### src/rtl/core/xrst_pkg.sv
`timescale 1ns / 1ps
// shared constants and types for the xor remapped range sum tree
// no dependencies
package xrst_pkg;

   localparam int LOG_SIZE   = 10;
   localparam int VALUE_BITS = 30;
   localparam int SUM_W      = 40;
   localparam int NODE_W     = LOG_SIZE + 1;
   localparam int PTR_W      = LOG_SIZE + 2;
   localparam int MEM_DEPTH  = 1 << NODE_W;
   localparam int MODE_W     = 2;
   localparam int INDEX_W    = 10;
   localparam int VALUE_W    = 30;
   localparam int LEVEL_W    = 4;

   localparam logic [MODE_W-1:0] MODE_SET   = 2'd0;
   localparam logic [MODE_W-1:0] MODE_REV   = 2'd1;
   localparam logic [MODE_W-1:0] MODE_SWAP  = 2'd2;
   localparam logic [MODE_W-1:0] MODE_QUERY = 2'd3;

   typedef struct packed {
      logic              wr_en;
      logic [NODE_W-1:0] wr_addr;
      logic [SUM_W-1:0]  wr_data;
      logic              rd_en;
      logic [NODE_W-1:0] rd_addr;
   } mem_req_type;

endpackage

### src/rtl/core/xrst_if.sv
`timescale 1ns / 1ps
// request and response channel interfaces
// depends on xrst_pkg
interface xrst_req_if;
   logic                         valid;
   logic                         ready;
   logic [xrst_pkg::MODE_W-1:0]  mode;
   logic [xrst_pkg::INDEX_W-1:0] index;
   logic [xrst_pkg::VALUE_W-1:0] value;
   logic [xrst_pkg::LEVEL_W-1:0] level;
   logic [xrst_pkg::INDEX_W-1:0] range_low;
   logic [xrst_pkg::INDEX_W-1:0] range_high;
   modport source(output valid, mode, index, value, level, range_low, range_high,
                  input ready);
   modport sink(input valid, mode, index, value, level, range_low, range_high,
                output ready);
endinterface


### src/rtl/core/xrst_seq.sv
`timescale 1ns / 1ps
// sequencer: clearing pass, leaf update walk, range query walk, index mask
// depends on xrst_pkg, xrst_if
module xrst_seq (
   input  logic                       clock,
   input  logic                       reset,
   xrst_req_if.sink                   req_chan,
   input  logic                       out_free,
   output logic                       fin,
   output logic [xrst_pkg::SUM_W-1:0] fin_sum,
   output xrst_pkg::mem_req_type      mem_req,
   input  logic [xrst_pkg::SUM_W-1:0] rd_data
);

   localparam logic [2:0] ST_CLR  = 3'd0;
   localparam logic [2:0] ST_IDLE = 3'd1;
   localparam logic [2:0] ST_UWR  = 3'd2;
   localparam logic [2:0] ST_UADD = 3'd3;
   localparam logic [2:0] ST_QL   = 3'd4;
   localparam logic [2:0] ST_QR   = 3'd5;
   localparam logic [2:0] ST_QFIN = 3'd6;

   localparam int LS = xrst_pkg::LOG_SIZE;
   localparam int NW = xrst_pkg::NODE_W;
   localparam int PW = xrst_pkg::PTR_W;
   localparam int SW = xrst_pkg::SUM_W;

   logic [2:0]    state_ff, state_in;
   logic [NW-1:0] clr_ff, clr_in;
   logic [LS-1:0] mask_ff, mask_in;
   logic [LS-1:0] qmask_ff, qmask_in;
   logic [NW-1:0] node_ff, node_in;
   logic [SW-1:0] acc_ff, acc_in;
   logic [PW-1:0] lp_ff, lp_in;
   logic [PW-1:0] rp_ff, rp_in;
   logic          pend_ff, pend_in;
   logic [LS-1:0] rev_bits, swap_bits;
   logic [LS-1:0] idx, lo, hi;
   logic [PW-1:0] rp_dec;
   logic          accept;

   assign req_chan.ready = (state_ff == ST_IDLE);
   assign accept  = req_chan.valid && req_chan.ready;
   assign idx     = req_chan.index[LS-1:0];
   assign lo      = req_chan.range_low[LS-1:0];
   assign hi      = req_chan.range_high[LS-1:0];
   assign rp_dec  = rp_ff - PW'(1);
   assign fin_sum = acc_ff;

   always_comb begin
      for (int i = 0; i < LS; i++) begin
         rev_bits[i]  = 32'(req_chan.level) > i;
         swap_bits[i] = 32'(req_chan.level) == i;
      end
   end

   always_comb begin
      state_in = state_ff;
      clr_in   = clr_ff;
      mask_in  = mask_ff;
      qmask_in = qmask_ff;
      node_in  = node_ff;
      acc_in   = acc_ff;
      lp_in    = lp_ff;
      rp_in    = rp_ff;
      pend_in  = 1'b0;
      fin      = 1'b0;
      mem_req  = '0;
      case (state_ff)
         ST_CLR: begin
            mem_req.wr_en   = 1'b1;
            mem_req.wr_addr = clr_ff;
            clr_in          = clr_ff + NW'(1);
            if (clr_ff == NW'(xrst_pkg::MEM_DEPTH - 1)) begin
               state_in = ST_IDLE;
            end
         end
         ST_IDLE: begin
            if (accept) begin
               case (req_chan.mode)
                  xrst_pkg::MODE_SET: begin
                     node_in  = {1'b1, idx ^ mask_ff};
                     acc_in   = SW'(req_chan.value[xrst_pkg::VALUE_BITS-1:0]);
                     state_in = ST_UWR;
                  end
                  xrst_pkg::MODE_REV: begin
                     mask_in = mask_ff ^ rev_bits;
                  end
                  xrst_pkg::MODE_SWAP: begin
                     mask_in = mask_ff ^ swap_bits;
                  end
                  default: begin
                     acc_in   = '0;
                     qmask_in = mask_ff;
                     lp_in    = PW'({1'b1, lo});
                     rp_in    = PW'({1'b1, hi}) + PW'(1);
                     state_in = (lo > hi) ? ST_QFIN : ST_QL;
                  end
               endcase
            end
         end
         ST_UWR: begin
            mem_req.wr_en   = 1'b1;
            mem_req.wr_addr = node_ff;
            mem_req.wr_data = acc_ff;
            if (node_ff == NW'(1)) begin
               state_in = ST_IDLE;
            end else begin
               mem_req.rd_en   = 1'b1;
               mem_req.rd_addr = node_ff ^ NW'(1);
               state_in        = ST_UADD;
            end
         end
         ST_UADD: begin
            acc_in   = acc_ff + rd_data;
            node_in  = node_ff >> 1;
            state_in = ST_UWR;
         end
         ST_QL: begin
            if (pend_ff) begin
               acc_in = acc_ff + rd_data;
            end
            if (lp_ff >= rp_ff) begin
               state_in = ST_QFIN;
            end else begin
               if (lp_ff[0]) begin
                  mem_req.rd_en   = 1'b1;
                  mem_req.rd_addr = lp_ff[NW-1:0] ^ NW'(qmask_ff);
                  pend_in         = 1'b1;
                  lp_in           = lp_ff + PW'(1);
               end
               state_in = ST_QR;
            end
         end
         ST_QR: begin
            if (pend_ff) begin
               acc_in = acc_ff + rd_data;
            end
            if (rp_ff[0]) begin
               mem_req.rd_en   = 1'b1;
               mem_req.rd_addr = rp_dec[NW-1:0] ^ NW'(qmask_ff);
               pend_in         = 1'b1;
               rp_in           = rp_dec >> 1;
            end else begin
               rp_in = rp_ff >> 1;
            end
            lp_in    = lp_ff >> 1;
            qmask_in = qmask_ff >> 1;
            state_in = ST_QL;
         end
         ST_QFIN: begin
            if (out_free) begin
               fin      = 1'b1;
               state_in = ST_IDLE;
            end
         end
         default: begin
            state_in = ST_IDLE;
         end
      endcase
   end

   always_ff @(posedge clock) begin
      if (reset) begin
         state_ff <= ST_CLR;
         clr_ff   <= '0;
         mask_ff  <= '0;
         pend_ff  <= 1'b0;
      end else begin
         state_ff <= state_in;
         clr_ff   <= clr_in;
         mask_ff  <= mask_in;
         pend_ff  <= pend_in;
      end
      qmask_ff <= qmask_in;
      node_ff  <= node_in;
      acc_ff   <= acc_in;
      lp_ff    <= lp_in;
      rp_ff    <= rp_in;
   end

endmodule

### src/flat_wrapper.sv
// flat-port wrapper written by rule: the top's interface ports become plain ports
module xrst_seq_flat 
  (clock, reset, out_free, fin, fin_sum, mem_req, rd_data, req_chan_valid, req_chan_mode, req_chan_index, req_chan_value, req_chan_level, req_chan_range_low, req_chan_range_high, req_chan_ready);
  xrst_req_if req_chan_i ();
  input  logic clock;
  input  logic reset;
  input  logic out_free;
  output logic fin;
  output logic [xrst_pkg::SUM_W-1:0] fin_sum;
  output xrst_pkg::mem_req_type mem_req;
  input  logic [xrst_pkg::SUM_W-1:0] rd_data;
  input wire logic [$bits(req_chan_i.valid)-1:0] req_chan_valid;
  input wire logic [$bits(req_chan_i.mode)-1:0] req_chan_mode;
  input wire logic [$bits(req_chan_i.index)-1:0] req_chan_index;
  input wire logic [$bits(req_chan_i.value)-1:0] req_chan_value;
  input wire logic [$bits(req_chan_i.level)-1:0] req_chan_level;
  input wire logic [$bits(req_chan_i.range_low)-1:0] req_chan_range_low;
  input wire logic [$bits(req_chan_i.range_high)-1:0] req_chan_range_high;
  output wire logic [$bits(req_chan_i.ready)-1:0] req_chan_ready;
  assign req_chan_i.valid = req_chan_valid;
  assign req_chan_i.mode = req_chan_mode;
  assign req_chan_i.index = req_chan_index;
  assign req_chan_i.value = req_chan_value;
  assign req_chan_i.level = req_chan_level;
  assign req_chan_i.range_low = req_chan_range_low;
  assign req_chan_i.range_high = req_chan_range_high;
  assign req_chan_ready = req_chan_i.ready;
  xrst_seq u_core (.clock(clock), .reset(reset), .req_chan(req_chan_i), .out_free(out_free), .fin(fin), .fin_sum(fin_sum), .mem_req(mem_req), .rd_data(rd_data));
endmodule
### config.mk
export PLATFORM = sky130hd
export DESIGN_NAME = xrst_seq_flat
export DESIGN_NICKNAME = d
export VERILOG_FILES = /design/src/rtl/core/xrst_pkg.sv /design/src/rtl/core/xrst_if.sv /design/src/rtl/core/xrst_seq.sv /design/src/flat_wrapper.sv
export SDC_FILE = /design/constraint.sdc
export NUM_CORES = 1
export LEC_CHECK = 0
export ABC_CLOCK_PERIOD_IN_PS = 4300
export BUFFER_PORTS_ARGS = -buffer_cell sky130_fd_sc_hd__buf_2
export CORE_MARGIN = 1.5
export CORE_UTILIZATION = 45
export CTS_CLUSTER_SIZE = 16
export DETAILED_ROUTE_END_ITERATION = 10
export GPL_ROUTABILITY_DRIVEN = 0
export HOLD_SLACK_MARGIN = 0.05
export PLACE_DENSITY = 0.69
export SYNTH_ARGS = -nofsm -noshare
export SYNTH_HDL_FRONTEND = slang
export SYNTH_SLANG_ARGS = --single-unit
### constraint.sdc
create_clock -name clock -period 4.3 [get_ports clock]
set_input_delay 0.645 -clock clock [delete_from_list [all_inputs] [get_ports clock]]
set_output_delay 0.645 -clock clock [all_outputs]
set_load 0.005 [all_outputs]
# After elaboration in Yosys (flattened, before gate mapping)
# Cells that the tools add are included.
# classes
n_addsub,5
order_cmp,12
eq_ne,28
n_mux,41
bitwise_logic,6
reduce_logical,19
# op_table
cell,count
12-bit two-way mux,10
40-bit two-way mux,3
40-bit case mux with 3 select lines,1
40-bit case mux with 2 select lines,1
12-bit case mux with 3 select lines,2
12-bit case mux with 2 select lines,2
40-bit adder,1
10-bit case mux with 2 select lines,2
11-bit two-way mux,3
10-bit bitwise XOR,3
11-bit case mux with 2 select lines,1
11-bit by 10-bit bitwise XOR with 11-bit output,2
3-bit case mux with 7 select lines,1
10-bit two-way mux,2
"4-bit by 3-bit == test with 1-bit output, second input constant",4
"4-bit by 3-bit greater-than comparator with 1-bit output, second input constant",4
"11-bit by 1-bit adder with 12-bit output, second input constant",1
"12-bit by 1-bit adder with 12-bit output, second input constant",1
12-bit >= comparator,1
"2-bit != test, second input constant",6
4-bit AND reduction,3
"12-bit by 1-bit subtractor with 12-bit output, second input constant",1
"11-bit by 1-bit adder with 11-bit output, second input constant",1
"11-bit by 1-bit == test with 1-bit output, second input constant",1
30 further kinds,54
# totals
register_bits,110
in_bits,110
output_inout_bits,106

# Depth between registers and ports, before layout
# Gate-level depths: netlist of the first run.
# logic_depth
depth_word,5
ltp_mapped,11
mapped_depth_nobuf,10

# Least setup slack after synthesis of the first run
# OpenSTA, ideal clock, no wires.
# synth_timing
kind,register -> register
start,register u_core.lp_ff[5]
end,register u_core.lp_ff[10] (enable)
setup_ns,0.398
t_arrival_ns,2.806
required_time_ns,3.902
setup_slack_ns,1.096
path_stages_with_launch,8
path_buffers,0
path_cell_list,edfxtp_1 > ha_1 > a21o_1 > a21o_1 > a2111oi_0 > o21a_1 > o31ai_1 > o32ai_1
# synth_between
elab_chain_cells,3
# synth_rtl
item,line_no,text
start: declaration,xrst_seq.sv:34,"logic [PW-1:0] lp_ff, lp_in;"
start signal: assignment,xrst_seq.sv:178,lp_ff <= lp_in;
12-bit >= comparator,xrst_seq.sv:123,if (lp_ff >= rp_ff) begin
2-bit != test (no line),n/a,
5-bit AND reduction (no line),n/a,
# No other way between the ends.
# A chain may end at the register's enable or synchronous reset.

==> impl_metrics.toml, run 1 <==
[global_routing]
antenna_found_initial = 0
first_global_vias = 7823
grt_pass1_wl_um = 41100
overflow = 0
grt_max_degree = 67
track_usage_pct = 25.5

[clocking]
cts_resized = 0
insertion_delay_ns = 0.37
cts_buffers = 9
clk_pin_slew_ns = 0.08
clockBufferDepth = 2
cts_setup_buffers = 0
clock_sinks = 110
cts_hold_buf = 0
cts_tree = "built"
cts_root_buf = "clkbuf_16"
htreeDepth = 3

[die]
fp.dieW_um = 144
core_mm2 = 0.0195
pin_count = 216
rows = 51
start_util_pct = 45.9
die-height_um = 144
die_area_mm2 = 0.0208

[cells_and_area]
diodes = 0
area_growth_pct = 17.6
fill_cells = 1921
nets = 1406
drive_above_1_share_pct = 21.7
design_area_mm2 = 0.0105

[routing]
wl_met2_um = 12200
drt-pass1-iter-count = 5
routed.top_layer = "met4"
vias = 8533
wl_met3_um = 1480
drt_iter0_drc = 603
drc = 0
finalWirelength_um = 26800
ant_nets = 0
post_drt_wl_per_cell_um = 17.9
wl_met1_um = 12700
viasPerCell = 5.70

[sta]
final_hold_viol_count = 0
holdWs_ns = 0.517
timing.fmax_mhz = 265
relSlewSlack_pct = 25.7
timing.final.crit_share_pct = 87.9
setup_viol_count_final = 0
worst_clock_skew_ns = 0.0104
report.final.slew_viol_count = 0
worst_slew_pin_slew_ns = 1.11
layout_min_cycle_time_ns = 3.78
setup_tns_ns = 0
grt_setup_unrepaired = "no"
layout_setup_ws_ns = 0.520

[logic_synthesis]
syn_area_mm2 = 0.00896
synth.distinct_cells = 67
async_flop_share_pct = 0
syn_inst = 1044
synth_nets = 1224
synth.yosys.seq_area_share_pct = 34.1
yosysWarnings = 0
synth_ff_type = "edfxtp_1"
synth-seq-cells = 110
synth_edf_count = 85
syn_area_per_cell_um2 = 8.58

[power]
vdd_ir_drop_max_mv = 0.196
finalPower_mw = 2.37
sw_frac_of_total_pct = 27.9
clkPwrFrac_pct = 36.7
internal_power_mw = 1.71
p_per_area_mw_per_mm2 = 225
p_seq_share_pct = 48.2
pwr-share-comb_pct = 15.0
p_switching_mw = 0.663
power.leakage_nw = 4.68

[worst_setup_path]
cp-end-kind = "output port"
worst_setup_path_start_kind = "flip-flop"
worstSetupPathType = "flip-flop to output port"
required_ns = 3.65
cp.arrival_ns = 3.13
path_max_fanout = 12

[placement]
port_buffers = 215
dpl_cell_area_mm2 = 0.0102
dp_slack_ns = 0.888
dp.final_hpwl_um = 19900

[run_status]
status = "finished clean"

[hold_path]
hp-class = "flip-flop to flip-flop"

[run]
maxCapViolations = 0
[through the flow]
step	std cells	utilization, %
finish	1496	54.0
global placement	1480	52.5
detailed placement	1480	52.5
CTS	1496	54.0
global route	1496	54.0
floorplan	1044	-
[cell usage after synthesis (25+ instances only)]
cell type  instances  share of area, %
a21oi_1           77               4.3
and3_1            48               3.4
clkbuf_1          48               2.0
dfxtp_1           25               5.6
edfxtp_1          85                28
ha_1              69               9.6
inv_1             37               1.5
nand2_1           85               3.6
nand3_1           60               3.4
nor2_1           102               4.3
o21ai_0           57               3.2
xnor2_1           66               6.5
xor2_1            29               2.8
[critical path, stage by stage, from the launching register on]
cell and delay, ns:
edfxtp_1 0.50, ha_1 0.34, a21o_1 0.18, a21o_1 0.17, a2111oi_0 0.54, o211ai_1 0.19
and2_1 0.32, o221ai_1 0.23, a22o_1 0.18, buf_2 0.11
[layout by cell type, fill, tap and decap left out, types with 7 or more instances in the layout]
cell and instances:
a21oi_1 76, buf_2 215, nor2_1 102, nor3_1 20, o21ai_1 17, clkbuf_16 9
xnor2_1 66, mux2i_1 12, a21o_1 22, or3_1 10, nand3_1 60, o211ai_1 7
mux2_2 9, dfxtp_1 24, nand2_1 84, o21a_1 11, and3_1 48, nor2b_1 7
xor2_1 29, inv_1 37, o21ai_0 57, a31oi_1 9, o221ai_1 10, nand4_1 18
edfxtp_1 85, buf_4 8, ha_1 69, a22o_1 9
[logic make-up (layout without fill, tap and decap cells)]
kind of cell,after synthesis,after routing,share of synthesized area (%)
simple gates,388,388,21.0
compound gates,270,270,19.5
flops,110,110,34.1
xor+xnor,95,95,9.29
buf+inv,90,277,3.77
fa+ha+maj,70,70,9.86
mux,21,21,2.47
[state kept, by name, indices dropped and copies added (netlist names)]
signal / count
u_core.lp_ff: 12
u_core.pend_ff: 1
u_core.clr_ff: 11
u_core.state_ff: 3
u_core.rp_ff: 12
u_core.node_ff: 11
u_core.mask_ff: 10
u_core.fin_sum: 40
u_core.qmask_ff: 10
[metal layers]
metal | vias to the layer above | GRT usage [%]
li1 | 4195 | -
met4 | 0 | 6.55
met1 | 4007 | 36.7
met3 | 35 | 3.44
met5 | - | 0
met2 | 296 | 40.1
[power groups by stage]
stage                     logic, mW  clock network (mW)  registers [mW]
after floorplan               0.232                   0            1.17
after global placement        0.347                   0            1.17
after detailed placement      0.351                   0            1.17
after CTS                     0.354               0.879            1.14
after global routing          0.399               0.920            1.14
final                         0.357               0.871            1.14
[path summary, 6_finish.rpt]
path                          start            endpoint  slack, ns  cells after the start
setup reg to reg  u_core.fin_sum[0]  u_core.fin_sum[30]       1.10                     10
hold / removal     u_core.clr_ff[6]    u_core.clr_ff[6]       0.52                      2
setup / recovery    u_core.lp_ff[5]          mem_req[5]       0.52                      9
hold reg to reg    u_core.clr_ff[6]    u_core.clr_ff[6]       0.52                      2
[cell type report]
type,instances,area [um^2],share of cell area [%]
repair buffers,223,1140,10.8
clock inverters,6,57.6,0.546
multi-input cells,844,5580,53.0
flip-flops and latches,110,3050,29.0
clock buffers,10,229,2.17
well taps,265,332,3.15
inverters,38,143,1.35
Note: power is estimated with default switching activity, not from simulation.
==> inputs of run 2 (changes only) <==
- CTS_CLUSTER_DIAMETER: unset -> 200
- RECOVER_POWER: unset -> 50
==> run 2 against run 1 <==
The run now ends with capacitance limit, slew limit left; sequential cell count unchanged; setup slack gained 0.0054 ns; utilization is 0.32 points lower; critical endpoint unchanged; highest routed layer unchanged.
==> impl_metrics.toml, run 2 (synthesized netlist as in run 1, its figures left out) <==
[run_status]
status = "finished, violations left"
violations = "capacitance limit, slew limit"

[die]
die-height_um = 144
start_util_pct = 45.9
core_mm2 = 0.0195
rows = 51
fp.dieW_um = 144
die_area_mm2 = 0.0208
pin_count = 216

[sta]
grt_setup_unrepaired = "no"
relSlewSlack_pct = -21.8
worst_clock_skew_ns = 0.0109
setup_tns_ns = 0
setup_viol_count_final = 0
timing.final.crit_share_pct = 87.8
layout_min_cycle_time_ns = 3.77
final_hold_viol_count = 0
worst_slew_pin_slew_ns = 1.82
report.final.slew_viol_count = 75
timing.fmax_mhz = 265

[routing]
drc = 0
drt-pass1-iter-count = 5
drt_iter0_drc = 597
ant_nets = 0
vias = 8495
post_drt_wl_per_cell_um = 17.9
finalWirelength_um = 26800
viasPerCell = 5.68

[clocking]
cts_root_buf = "clkbuf_16"
cts_tree = "built"
clock_sinks = 110
insertion_delay_ns = 0.37
clk_pin_slew_ns = 0.08
clockBufferDepth = 2
cts_hold_buf = 0
cts_buffers = 9
htreeDepth = 3
cts_setup_buffers = 0
cts_resized = 0

[placement]
dp.cells = 1480
dp.final_hpwl_um = 19900
port_buffers = 215

[worst_setup_path]
rrSetupSlack_ns = 0.94
path_max_fanout = 12
crit-reg2reg-launch = "u_core.state_ff[1]"
r2r-end = "u_core.fin_sum[6]"
worstSetupPathType = "flip-flop to output port"
cp.arrival_ns = 3.13
r2r_cells = 5
required_ns = 3.65
cp-end-kind = "output port"
worst_setup_path_start_kind = "flip-flop"

[cells_and_area]
drive_above_1_share_pct = 18.3
layout_commonest_cell = "buf_2"
area_growth_pct = 16.9
multiInputGateArea_mm2 = 0.00558
largest_reg_flops = 40
nets = 1406
fill_cells = 1949
final_core_util_pct = 53.6
final_cell_mix = "buf_2, nor2_1, nand2_1, edfxtp_1, a21oi_1"
seqCellArea_mm2 = 0.00305
diodes = 0
final_cells = 1496

[global_routing]
grt_max_degree = 67
overflow = 0
antenna_found_initial = 0
track_usage_pct = 25.5
first_global_vias = 7823
grt_pass1_wl_um = 41100

[power]
power.leakage_nw = 4.56
p_per_area_mw_per_mm2 = 226
vdd_ir_drop_max_mv = 0.195

[hold_path]
min_to = "u_core.clr_ff[6]"
hp-class = "flip-flop to flip-flop"
min_from = "u_core.clr_ff[6]"
holdPathStages = 2

[run]
maxCapViolations = 2
-- run 2: final cells by class --
class	instances	share of cell area, %
clock inverter	6	0.550
inverter	38	1.36
clock buffer	10	2.19
multi-input combinational	844	53.3
sequential	110	29.2
timing repair buffer	223	10.3
tap	265	3.17
-- run 2: critical path, cell delays in order (launching register included) --
cell       delay [ns]
edfxtp_1         0.50
ha_1             0.34
a21o_1           0.18
a21o_1           0.17
a2111oi_0        0.54
o211ai_1         0.19
and2_1           0.32
o221ai_1         0.23
a22o_1           0.18
buf_2            0.11
-- run 2: report_power, final --
part           switching, mW  internal, mW  total (mW)
Sequential           0.00338          1.14        1.14
Combinational          0.201         0.156       0.357
Clock                  0.455         0.413       0.867
-- run 2: per-stage QoR --
stage / power (mW) / cell area (um^2) / hold slack, ns / setup WS [ns]
2_1_floorplan: 1.40 / 8960 / 0.466 / 1.10
3_3_place_gp: 1.52 / 10200 / 0.480 / 0.950
3_5_place_dp: 1.52 / 10200 / 0.495 / 0.888
4_1_cts: 2.38 / 10500 / 0.515 / 0.523
5_1_grt: 2.46 / 10500 / 0.545 / 0.251
6_report: 2.37 / 10500 / 0.520 / 0.525
-- run 2: worst max path at each step --
stage	from	endpoint	slack, ns	cells past startpoint
after global routing	u_core.lp_ff[5]	mem_req[1]	0.25	9
after CTS	u_core.lp_ff[5]	mem_req[5]	0.52	9
after global placement	rd_data[0]	u_core.fin_sum[30]	0.95	11
final	u_core.lp_ff[5]	mem_req[5]	0.53	9
after floorplan	u_core.lp_ff[5]	u_core.lp_ff[10]	1.10	7
after detailed placement	rd_data[0]	u_core.fin_sum[30]	0.89	11
-- run 2: metal layers --
layer | share of wire, % | up-vias | global-route usage, %
li1 | - | 4199 | -
met1 | 48 | 4003 | 36.7
met2 | 45 | 260 | 40.1
met3 | 5.0 | 33 | 3.44
met4 | 1.7 | 0 | 6.55
met5 | 0 | - | 0
